--- src/hw/rtl/accmw_pkg.sv ---
// Package for the accelerometer magnitude and motion window block.
// Holds field widths, window constants, the control word type and the microcode table.
// No dependencies.
package accmw_pkg;

  localparam int AXIS_W   = 16;
  localparam int ABS_W    = 14;
  localparam int SQ_W     = 28;
  localparam int MAG_W    = 14;
  localparam int REM_W    = 15;
  localparam int THR_W    = 14;
  localparam int TICK_W   = 6;
  localparam int PC_W     = 3;
  localparam int ITER_W   = 4;

  localparam logic [TICK_W-1:0] WINDOW_TICKS    = 6'd33;
  localparam logic [MAG_W-1:0]  ACTIVITY_LEVEL  = 14'd30;
  localparam logic [THR_W-1:0]  THRESHOLD_RESET = 14'd150;
  localparam logic [ITER_W-1:0] SQRT_LAST_ITER  = 4'd13;

  // Jump conditions: when true the step counter loads the target, else it advances.
  typedef enum logic [1:0] {
    COND_NEVER     = 2'd0,
    COND_NO_INPUT  = 2'd1,
    COND_SQRT_BUSY = 2'd2,
    COND_OUT_BUSY  = 2'd3
  } cond_t;

  typedef enum logic [1:0] {
    AXIS_X = 2'd0,
    AXIS_Y = 2'd1,
    AXIS_Z = 2'd2
  } axis_t;

  typedef struct packed {
    logic            take_in;
    axis_t           mul_sel;
    logic            acc_load;
    logic            acc_add;
    logic            sqrt_init;
    logic            sqrt_step;
    logic            diff_calc;
    logic            finish;
    cond_t           cond;
    logic [PC_W-1:0] target;
  } ctl_t;

  localparam logic [PC_W-1:0] PC_WAIT   = 3'd0;
  localparam logic [PC_W-1:0] PC_SQ_X   = 3'd1;
  localparam logic [PC_W-1:0] PC_SQ_Y   = 3'd2;
  localparam logic [PC_W-1:0] PC_SQ_Z   = 3'd3;
  localparam logic [PC_W-1:0] PC_ROOT0  = 3'd4;
  localparam logic [PC_W-1:0] PC_ROOT   = 3'd5;
  localparam logic [PC_W-1:0] PC_DIFF   = 3'd6;
  localparam logic [PC_W-1:0] PC_FINISH = 3'd7;

  // Microcode table, one control word per step; the last step wraps to the wait step.
  function automatic ctl_t rom_word(input logic [PC_W-1:0] pc);
    ctl_t w;
    w = '0;
    unique case (pc)
      PC_WAIT: begin
        w.take_in = 1'b1;
        w.cond    = COND_NO_INPUT;
        w.target  = PC_WAIT;
      end
      PC_SQ_X: begin
        w.mul_sel  = AXIS_X;
        w.acc_load = 1'b1;
      end
      PC_SQ_Y: begin
        w.mul_sel = AXIS_Y;
        w.acc_add = 1'b1;
      end
      PC_SQ_Z: begin
        w.mul_sel = AXIS_Z;
        w.acc_add = 1'b1;
      end
      PC_ROOT0: begin
        w.sqrt_init = 1'b1;
      end
      PC_ROOT: begin
        w.sqrt_step = 1'b1;
        w.cond      = COND_SQRT_BUSY;
        w.target    = PC_ROOT;
      end
      PC_DIFF: begin
        w.diff_calc = 1'b1;
      end
      PC_FINISH: begin
        w.finish = 1'b1;
        w.cond   = COND_OUT_BUSY;
        w.target = PC_FINISH;
      end
    endcase
    return w;
  endfunction

endpackage

--- src/hw/rtl/accel_magnitude_motion_window.sv ---
// Top level of the accelerometer magnitude and motion window block.
// Microcoded sequencer over a squarer, accumulator and bit-serial square root.
// Depends on accmw_pkg.
//
// Requests: a new sample is taken only at the wait step, so each one runs through
//   every step, the square-root loop included, before the next is accepted; a
//   reading not yet taken stalls the finish step.
// Reset (rst, synchronous): step counter to the wait step, no result pending,
//   threshold 150, previous magnitude, tick count and motion latch cleared.
module accel_magnitude_motion_window (
  input  logic                           clk,
  input  logic                           rst,
  input  logic                           cfg_valid,
  output logic                           cfg_ready,
  input  logic [accmw_pkg::THR_W-1:0]    cfg_data,
  input  logic                           in_valid,
  output logic                           in_ready,
  input  logic signed [accmw_pkg::AXIS_W-1:0] accel_x,
  input  logic signed [accmw_pkg::AXIS_W-1:0] accel_y,
  input  logic signed [accmw_pkg::AXIS_W-1:0] accel_z,
  output logic                           out_valid,
  input  logic                           out_ready,
  output logic                           activity_seen,
  output logic                           window_end,
  output logic                           motion_in_window,
  output logic [accmw_pkg::MAG_W-1:0]    magnitude
);

  accmw_pkg::ctl_t                 ctl;
  logic [accmw_pkg::PC_W-1:0]      pc;
  logic                            jump;
  logic                            out_busy;

  logic [accmw_pkg::THR_W-1:0]     motion_threshold;
  logic [accmw_pkg::ABS_W-1:0]     abs_x, abs_y, abs_z;
  logic [accmw_pkg::ABS_W-1:0]     abs_sel;
  logic [accmw_pkg::SQ_W-1:0]      square;
  logic [accmw_pkg::SQ_W-1:0]      acc;

  logic [accmw_pkg::SQ_W-1:0]      radicand;
  logic [accmw_pkg::REM_W-1:0]     rem;
  logic [accmw_pkg::MAG_W-1:0]     root;
  logic [accmw_pkg::ITER_W-1:0]    iter;
  logic [accmw_pkg::REM_W+1:0]     rem_shift;
  logic [accmw_pkg::REM_W+1:0]     trial;
  logic [accmw_pkg::REM_W+1:0]     rem_diff;

  logic [accmw_pkg::MAG_W-1:0]     previous_magnitude;
  logic [accmw_pkg::MAG_W-1:0]     diff;
  logic [accmw_pkg::TICK_W-1:0]    tick_count;
  logic [accmw_pkg::TICK_W-1:0]    tick_next;
  logic                            motion_latched;
  logic                            activity;
  logic                            motion;
  logic                            closing;
  logic                            finish_en;

  // Decode the current step
  assign ctl       = accmw_pkg::rom_word(pc);
  assign out_busy  = out_valid && !out_ready;
  assign in_ready  = ctl.take_in;
  assign cfg_ready = 1'b1;
  assign finish_en = ctl.finish && !out_busy;

  always_comb begin
    case (ctl.cond)
      accmw_pkg::COND_NO_INPUT:  jump = !in_valid;
      accmw_pkg::COND_SQRT_BUSY: jump = (iter != '0);
      accmw_pkg::COND_OUT_BUSY:  jump = out_busy;
      default:                   jump = 1'b0;
    endcase
  end

  // Advance the step counter, or jump
  always_ff @(posedge clk) begin
    if (rst) begin
      pc <= accmw_pkg::PC_WAIT;
    end else if (jump) begin
      pc <= ctl.target;
    end else begin
      pc <= pc + 1'b1;
    end
  end

  // Hold the threshold register
  always_ff @(posedge clk) begin
    if (rst) begin
      motion_threshold <= accmw_pkg::THRESHOLD_RESET;
    end else if (cfg_valid && cfg_ready) begin
      motion_threshold <= cfg_data;
    end
  end

  // Capture absolute values of the shifted axes
  function automatic logic [accmw_pkg::ABS_W-1:0] shifted_abs(
    input logic signed [accmw_pkg::AXIS_W-1:0] raw
  );
    logic [accmw_pkg::ABS_W-1:0] s;
    s = raw[accmw_pkg::AXIS_W-1:2];
    return s[accmw_pkg::ABS_W-1] ? (~s + 1'b1) : s;
  endfunction

  always_ff @(posedge clk) begin
    if (ctl.take_in && in_valid) begin
      abs_x <= shifted_abs(accel_x);
      abs_y <= shifted_abs(accel_y);
      abs_z <= shifted_abs(accel_z);
    end
  end

  // Square one axis per step and accumulate
  always_comb begin
    case (ctl.mul_sel)
      accmw_pkg::AXIS_Y: abs_sel = abs_y;
      accmw_pkg::AXIS_Z: abs_sel = abs_z;
      default:           abs_sel = abs_x;
    endcase
  end

  assign square = accmw_pkg::SQ_W'(abs_sel) * accmw_pkg::SQ_W'(abs_sel);

  always_ff @(posedge clk) begin
    if (ctl.acc_load) begin
      acc <= square;
    end else if (ctl.acc_add) begin
      acc <= acc + square;
    end
  end

  // Restoring square root, one result bit per step
  assign rem_shift = {rem, radicand[accmw_pkg::SQ_W-1 -: 2]};
  assign trial     = {1'b0, root, 2'b01};
  assign rem_diff  = rem_shift - trial;

  always_ff @(posedge clk) begin
    if (ctl.sqrt_init) begin
      radicand <= acc;
      rem      <= '0;
      root     <= '0;
      iter     <= accmw_pkg::SQRT_LAST_ITER;
    end else if (ctl.sqrt_step) begin
      radicand <= {radicand[accmw_pkg::SQ_W-3:0], 2'b00};
      iter     <= iter - 1'b1;
      if (rem_shift >= trial) begin
        rem  <= rem_diff[accmw_pkg::REM_W-1:0];
        root <= {root[accmw_pkg::MAG_W-2:0], 1'b1};
      end else begin
        rem  <= rem_shift[accmw_pkg::REM_W-1:0];
        root <= {root[accmw_pkg::MAG_W-2:0], 1'b0};
      end
    end
  end

  // Register the magnitude change against the previous sample
  always_ff @(posedge clk) begin
    if (ctl.diff_calc) begin
      diff <= (root >= previous_magnitude) ? (root - previous_magnitude)
                                           : (previous_magnitude - root);
    end
  end

  // Window bookkeeping
  assign activity  = (diff >= accmw_pkg::ACTIVITY_LEVEL);
  assign motion    = activity && (diff > motion_threshold);
  assign tick_next = tick_count + 1'b1;
  assign closing   = (tick_next == accmw_pkg::WINDOW_TICKS);

  always_ff @(posedge clk) begin
    if (rst) begin
      previous_magnitude <= '0;
      tick_count         <= '0;
      motion_latched     <= 1'b0;
    end else if (finish_en) begin
      previous_magnitude <= root;
      tick_count         <= closing ? '0 : tick_next;
      motion_latched     <= closing ? 1'b0 : (motion_latched || motion);
    end
  end

  // Output register: load on finish, drop once taken
  always_ff @(posedge clk) begin
    if (rst) begin
      out_valid <= 1'b0;
    end else if (finish_en) begin
      out_valid <= 1'b1;
    end else if (out_ready) begin
      out_valid <= 1'b0;
    end
  end

  always_ff @(posedge clk) begin
    if (finish_en) begin
      activity_seen    <= activity;
      window_end       <= closing;
      motion_in_window <= closing && (motion_latched || motion);
      magnitude        <= root;
    end
  end

  // Checks
  a_accept_starts: assert property (@(posedge clk) disable iff (rst)
    in_valid && in_ready |=> pc == accmw_pkg::PC_SQ_X)
    else $error("accepted request did not start the squaring steps");

  a_root_exits: assert property (@(posedge clk) disable iff (rst)
    pc == accmw_pkg::PC_ROOT && iter == '0 |=> pc == accmw_pkg::PC_DIFF)
    else $error("square root loop did not exit after its last iteration");

  a_tick_range: assert property (@(posedge clk) disable iff (rst)
    tick_count < accmw_pkg::WINDOW_TICKS)
    else $error("tick count reached the window length");

  a_window_clears: assert property (@(posedge clk) disable iff (rst)
    out_valid && window_end |-> tick_count == '0 && !motion_latched)
    else $error("window close did not clear tick count and latch");

  a_motion_needs_end: assert property (@(posedge clk) disable iff (rst)
    out_valid && !window_end |-> !motion_in_window)
    else $error("motion flag reported outside a window close");

endmodule

--- config.mk ---
export PLATFORM = sky130hd
export DESIGN_NAME = accel_magnitude_motion_window
export DESIGN_NICKNAME = d
export VERILOG_FILES = /design/src/hw/rtl/accmw_pkg.sv /design/src/hw/rtl/accel_magnitude_motion_window.sv
export SDC_FILE = /design/constraint.sdc
export NUM_CORES = 1
export LEC_CHECK = 0
export ABC_AREA = 0
export BUFFER_PORTS_ARGS = -buffer_cell sky130_fd_sc_hd__buf_2
export CAP_MARGIN = 5
export CORE_MARGIN = 3
export CORE_UTILIZATION = 56
export CTS_CLUSTER_DIAMETER = 200
export CTS_CLUSTER_SIZE = 12
export DETAILED_ROUTE_END_ITERATION = 6
export GPL_TIMING_DRIVEN = 0
export PLACE_DENSITY_LB_ADDON = 0.2
export SETUP_SLACK_MARGIN = 0.05
export SYNTH_ARGS = -nofsm -noshare
export SYNTH_HDL_FRONTEND = slang
export SYNTH_SLANG_ARGS = --single-unit
--- constraint.sdc ---
create_clock -name clk -period 11.4 [get_ports clk]
set_clock_uncertainty 0.15 [all_clocks]
set_input_delay 2.28 -clock clk [delete_from_list [all_inputs] [get_ports clk]]
set_output_delay 2.28 -clock clk [all_outputs]
set_load 0.01 [all_outputs]
==> impl_metrics.json <==
{
  "drt_first_pass_iters": 5,
  "htreeDepth": 1,
  "async_reset_ff_share_pct": 0,
  "wirelength_mm": 39.5,
  "cts-root-buf": "clkbuf_16",
  "routedWlPerCell_um": 16.8,
  "drv_slew": 0,
  "max_freq_mhz": 93.7,
  "cts_buffers": 20,
  "tns_ps": 0,
  "crit_top_cell": "inv_1",
  "grt_pass1_wl_mm": 66.0,
  "io_pins": 87,
  "worstRegToRegCells": 40,
  "synthFlopType": "edfxtp_1",
  "routed_via_density": 5.63,
  "hold_depth": 2,
  "timing.rr.end": "acc[27]$_DFFE_PP_",
  "drtAntennaViolNets": 0,
  "slowest_stage": "fa_1",
  "dieWidth_um": 183,
  "drive_gt1_share_pct": 8.76,
  "clock-sinks": 201,
  "final_common_cell": "inv_1",
  "cp-start-kind": "flop",
  "initial_core_util_pct": 57.1,
  "cp_data_required_time_ps": 11520,
  "relSlewSlack_pct": 32.1,
  "yosys_warnings": 0,
  "cp-end-kind": "flop",
  "vias": 13200,
  "setup_violations": 0,
  "grtUsageTotal_pct": 23.9,
  "hold_violations": 0,
  "grt.overflow.total": 0,
  "ctsHoldBuffers": 0,
  "tightest_slew_ps": 1010,
  "criticalPathCategory": "reg2reg",
  "area_growth_syn_to_layout_pct": 8.48,
  "synth_edf_count": 129,
  "cts_tree": "yes",
  "utilization_pct": 61.9,
  "first_iter_violations": 696,
  "io_buffers": 77,
  "die-area_um2": 33400,
  "drc": 0,
  "min_from": "previous_magnitude[2]$_SDFFE_PP0P_",
  "syn-instance-count": 1840,
  "synth_seq_cells": 201,
  "cp_max_fo": 10,
  "netlist-cell-type-count": 80,
  "outcome": "complete, no violations",
  "rows": 64,
  "antenna_found_initial": 0,
  "grt_setup_unrepaired": "false",
  "path_clk_slew_ps": 70,
  "r2r_slack_ps": 720,
  "whs_endpoint": "previous_magnitude[2]$_SDFFE_PP0P_",
  "core_area_um2": 30700,
  "synth-seq-area-share_pct": 30.4,
  "grt_max_degree": 43,
  "cp_data_arrival_time_ps": 10800,
  "n_fill_cell": 2569,
  "hpwl_mm": 31.5,
  "die_h_um": 183,
  "min_period_over_period_pct": 93.7,
  "max_stage_delay_ps": 550,
  "syn_avg_cell_area_um2": 9.51,
  "clk_latency_ps": 520,
  "synthesis.nets": 2215,
  "critPathLaunch": "pc[2]$_SDFF_PP0_",
  "reg2reg_from": "pc[2]$_SDFF_PP0_",
  "min_path_type": "reg2reg",
  "most-common-layout-cells": "257 x inv_1, 199 x nand2_1, 187 x ha_1, 129 x edfxtp_1, 123 x nor2_1",
  "num_antenna_cells": 0,
  "grt_pass1_vias": 13500,
  "cts_max_path_buffers": 3,
  "max-cap-violations": 0,
  "period_minus_slack_ps": 10680,
  "synth.cell_area_um2": 17500,
  "gp_congestion": 0.907,
  "final_nets": 2315
}
[registers in the layout, indices dropped and copies added (netlist names), 3 cells and up]
register and flops:
acc 28, radicand 28, rem 15, abs_x 14, abs_y 14, abs_z 14
diff 14, magnitude 14, motion_threshold 14, previous_magnitude 14, root 14, tick_count 6
iter 4, pc 3
[worst max-delay path by stage]
stage | to | slack, ps | cells past startpoint
2_1_floorplan | acc[26]$_DFFE_PP_ | 2190 | 41
3_3_place_gp | acc[27]$_DFFE_PP_ | 920 | 40
3_5_place_dp | acc[27]$_DFFE_PP_ | 760 | 41
4_1_cts | acc[27]$_DFFE_PP_ | 760 | 41
5_1_grt | acc[27]$_DFFE_PP_ | 120 | 40
6_report | acc[27]$_DFFE_PP_ | 720 | 40
[logic make-up (layout without fill, tap and decap cells)]
logic type                 after synthesis  count (layout)  share of synthesized area (%)
xor gates and xnor gates               112             112                           5.60
DFF                                    201             201                           30.4
buffers and inverters                  314             427                           6.83
muxes                                   58              58                           3.53
and+or+nand+nor                        485             485                           12.5
other                                    1               1                         0.0214
AOI/OAI and AO/OA                      361             361                           13.9
adders and majority gates              308             308                           27.2
[stage by stage]
step	setup WS (ps)	area (um^2)	instances	hold WS [ps]
global route	118	19000	2349	347
CTS	762	19000	2348	316
detailed placement	761	18400	2313	309
finish	722	19000	2349	327
floorplan	2190	17500	1840	283
global placement	917	18400	2313	293
[what timing repair did]
item                       in CTS  in global routing
setup endpoints to repair       0                  1
gates resized for setup         0                  2
setup buffers                   0                  0
hold endpoints to repair        0                  0
[layer usage]
metal | share of wire [%] | track usage (%) | up-vias | wire length (um)
li1 | - | - | 6486 | -
met1 | 45 | 32.7 | 6331 | 17900
met2 | 48 | 41.2 | 343 | 18800
met3 | 4.8 | 2.68 | 63 | 1900
met4 | 2.3 | 5.90 | 0 | 897
met5 | 0 | 0 | - | 0
[synth_stat cells (all sizes together) (7+ instances only)]
library cell / number / area, um^2
a21boi: 8 / 60.1
a21o: 41 / 308
a21oi: 89 / 475
a22oi: 14 / 110
a31oi: 7 / 50.1
and3: 10 / 62.6
clkbuf: 45 / 169
dfxtp: 72 / 1440
edfxtp: 129 / 3870
fa: 121 / 2420
ha: 187 / 2340
inv: 258 / 968
mux2: 30 / 338
mux2i: 28 / 280
nand2: 199 / 747
nand2b: 18 / 113
nand3: 21 / 105
nand4: 20 / 125
nor2: 123 / 462
nor2b: 18 / 113
nor3: 33 / 165
nor4: 7 / 43.8
o211ai: 11 / 92.6
o21a: 23 / 180
o21ai: 84 / 443
o22ai: 15 / 93.8
o31ai: 17 / 133
or2: 11 / 68.8
or3: 9 / 56.3
xnor2: 86 / 753
xor2: 26 / 228
[critical path: cells and delay by family, from the launching register on]
family	cells	cell delay, ps
xor gates and xnor gates	3	550
adders and majority gates	10	4050
DFF	1	350
and+or+nand+nor	4	510
buffers and inverters	10	1980
AOI/OAI and AO/OA	13	2870
[final cells by class]
class	count	area (um^2)	area share [%]
flip-flops and latches	201	5320	28.0
multi-input cells	1325	11000	57.9
repair buffers	78	413	2.17
well taps	396	495	2.61
inverters	263	987	5.20
clock inverters	2	21.3	0.112
plain buffers	51	211	1.11
clock buffers	33	549	2.89
Power is left out: the tool's default activity adds up to more than one toggle a clock period on the data nets, which glitch-free logic cannot reach.
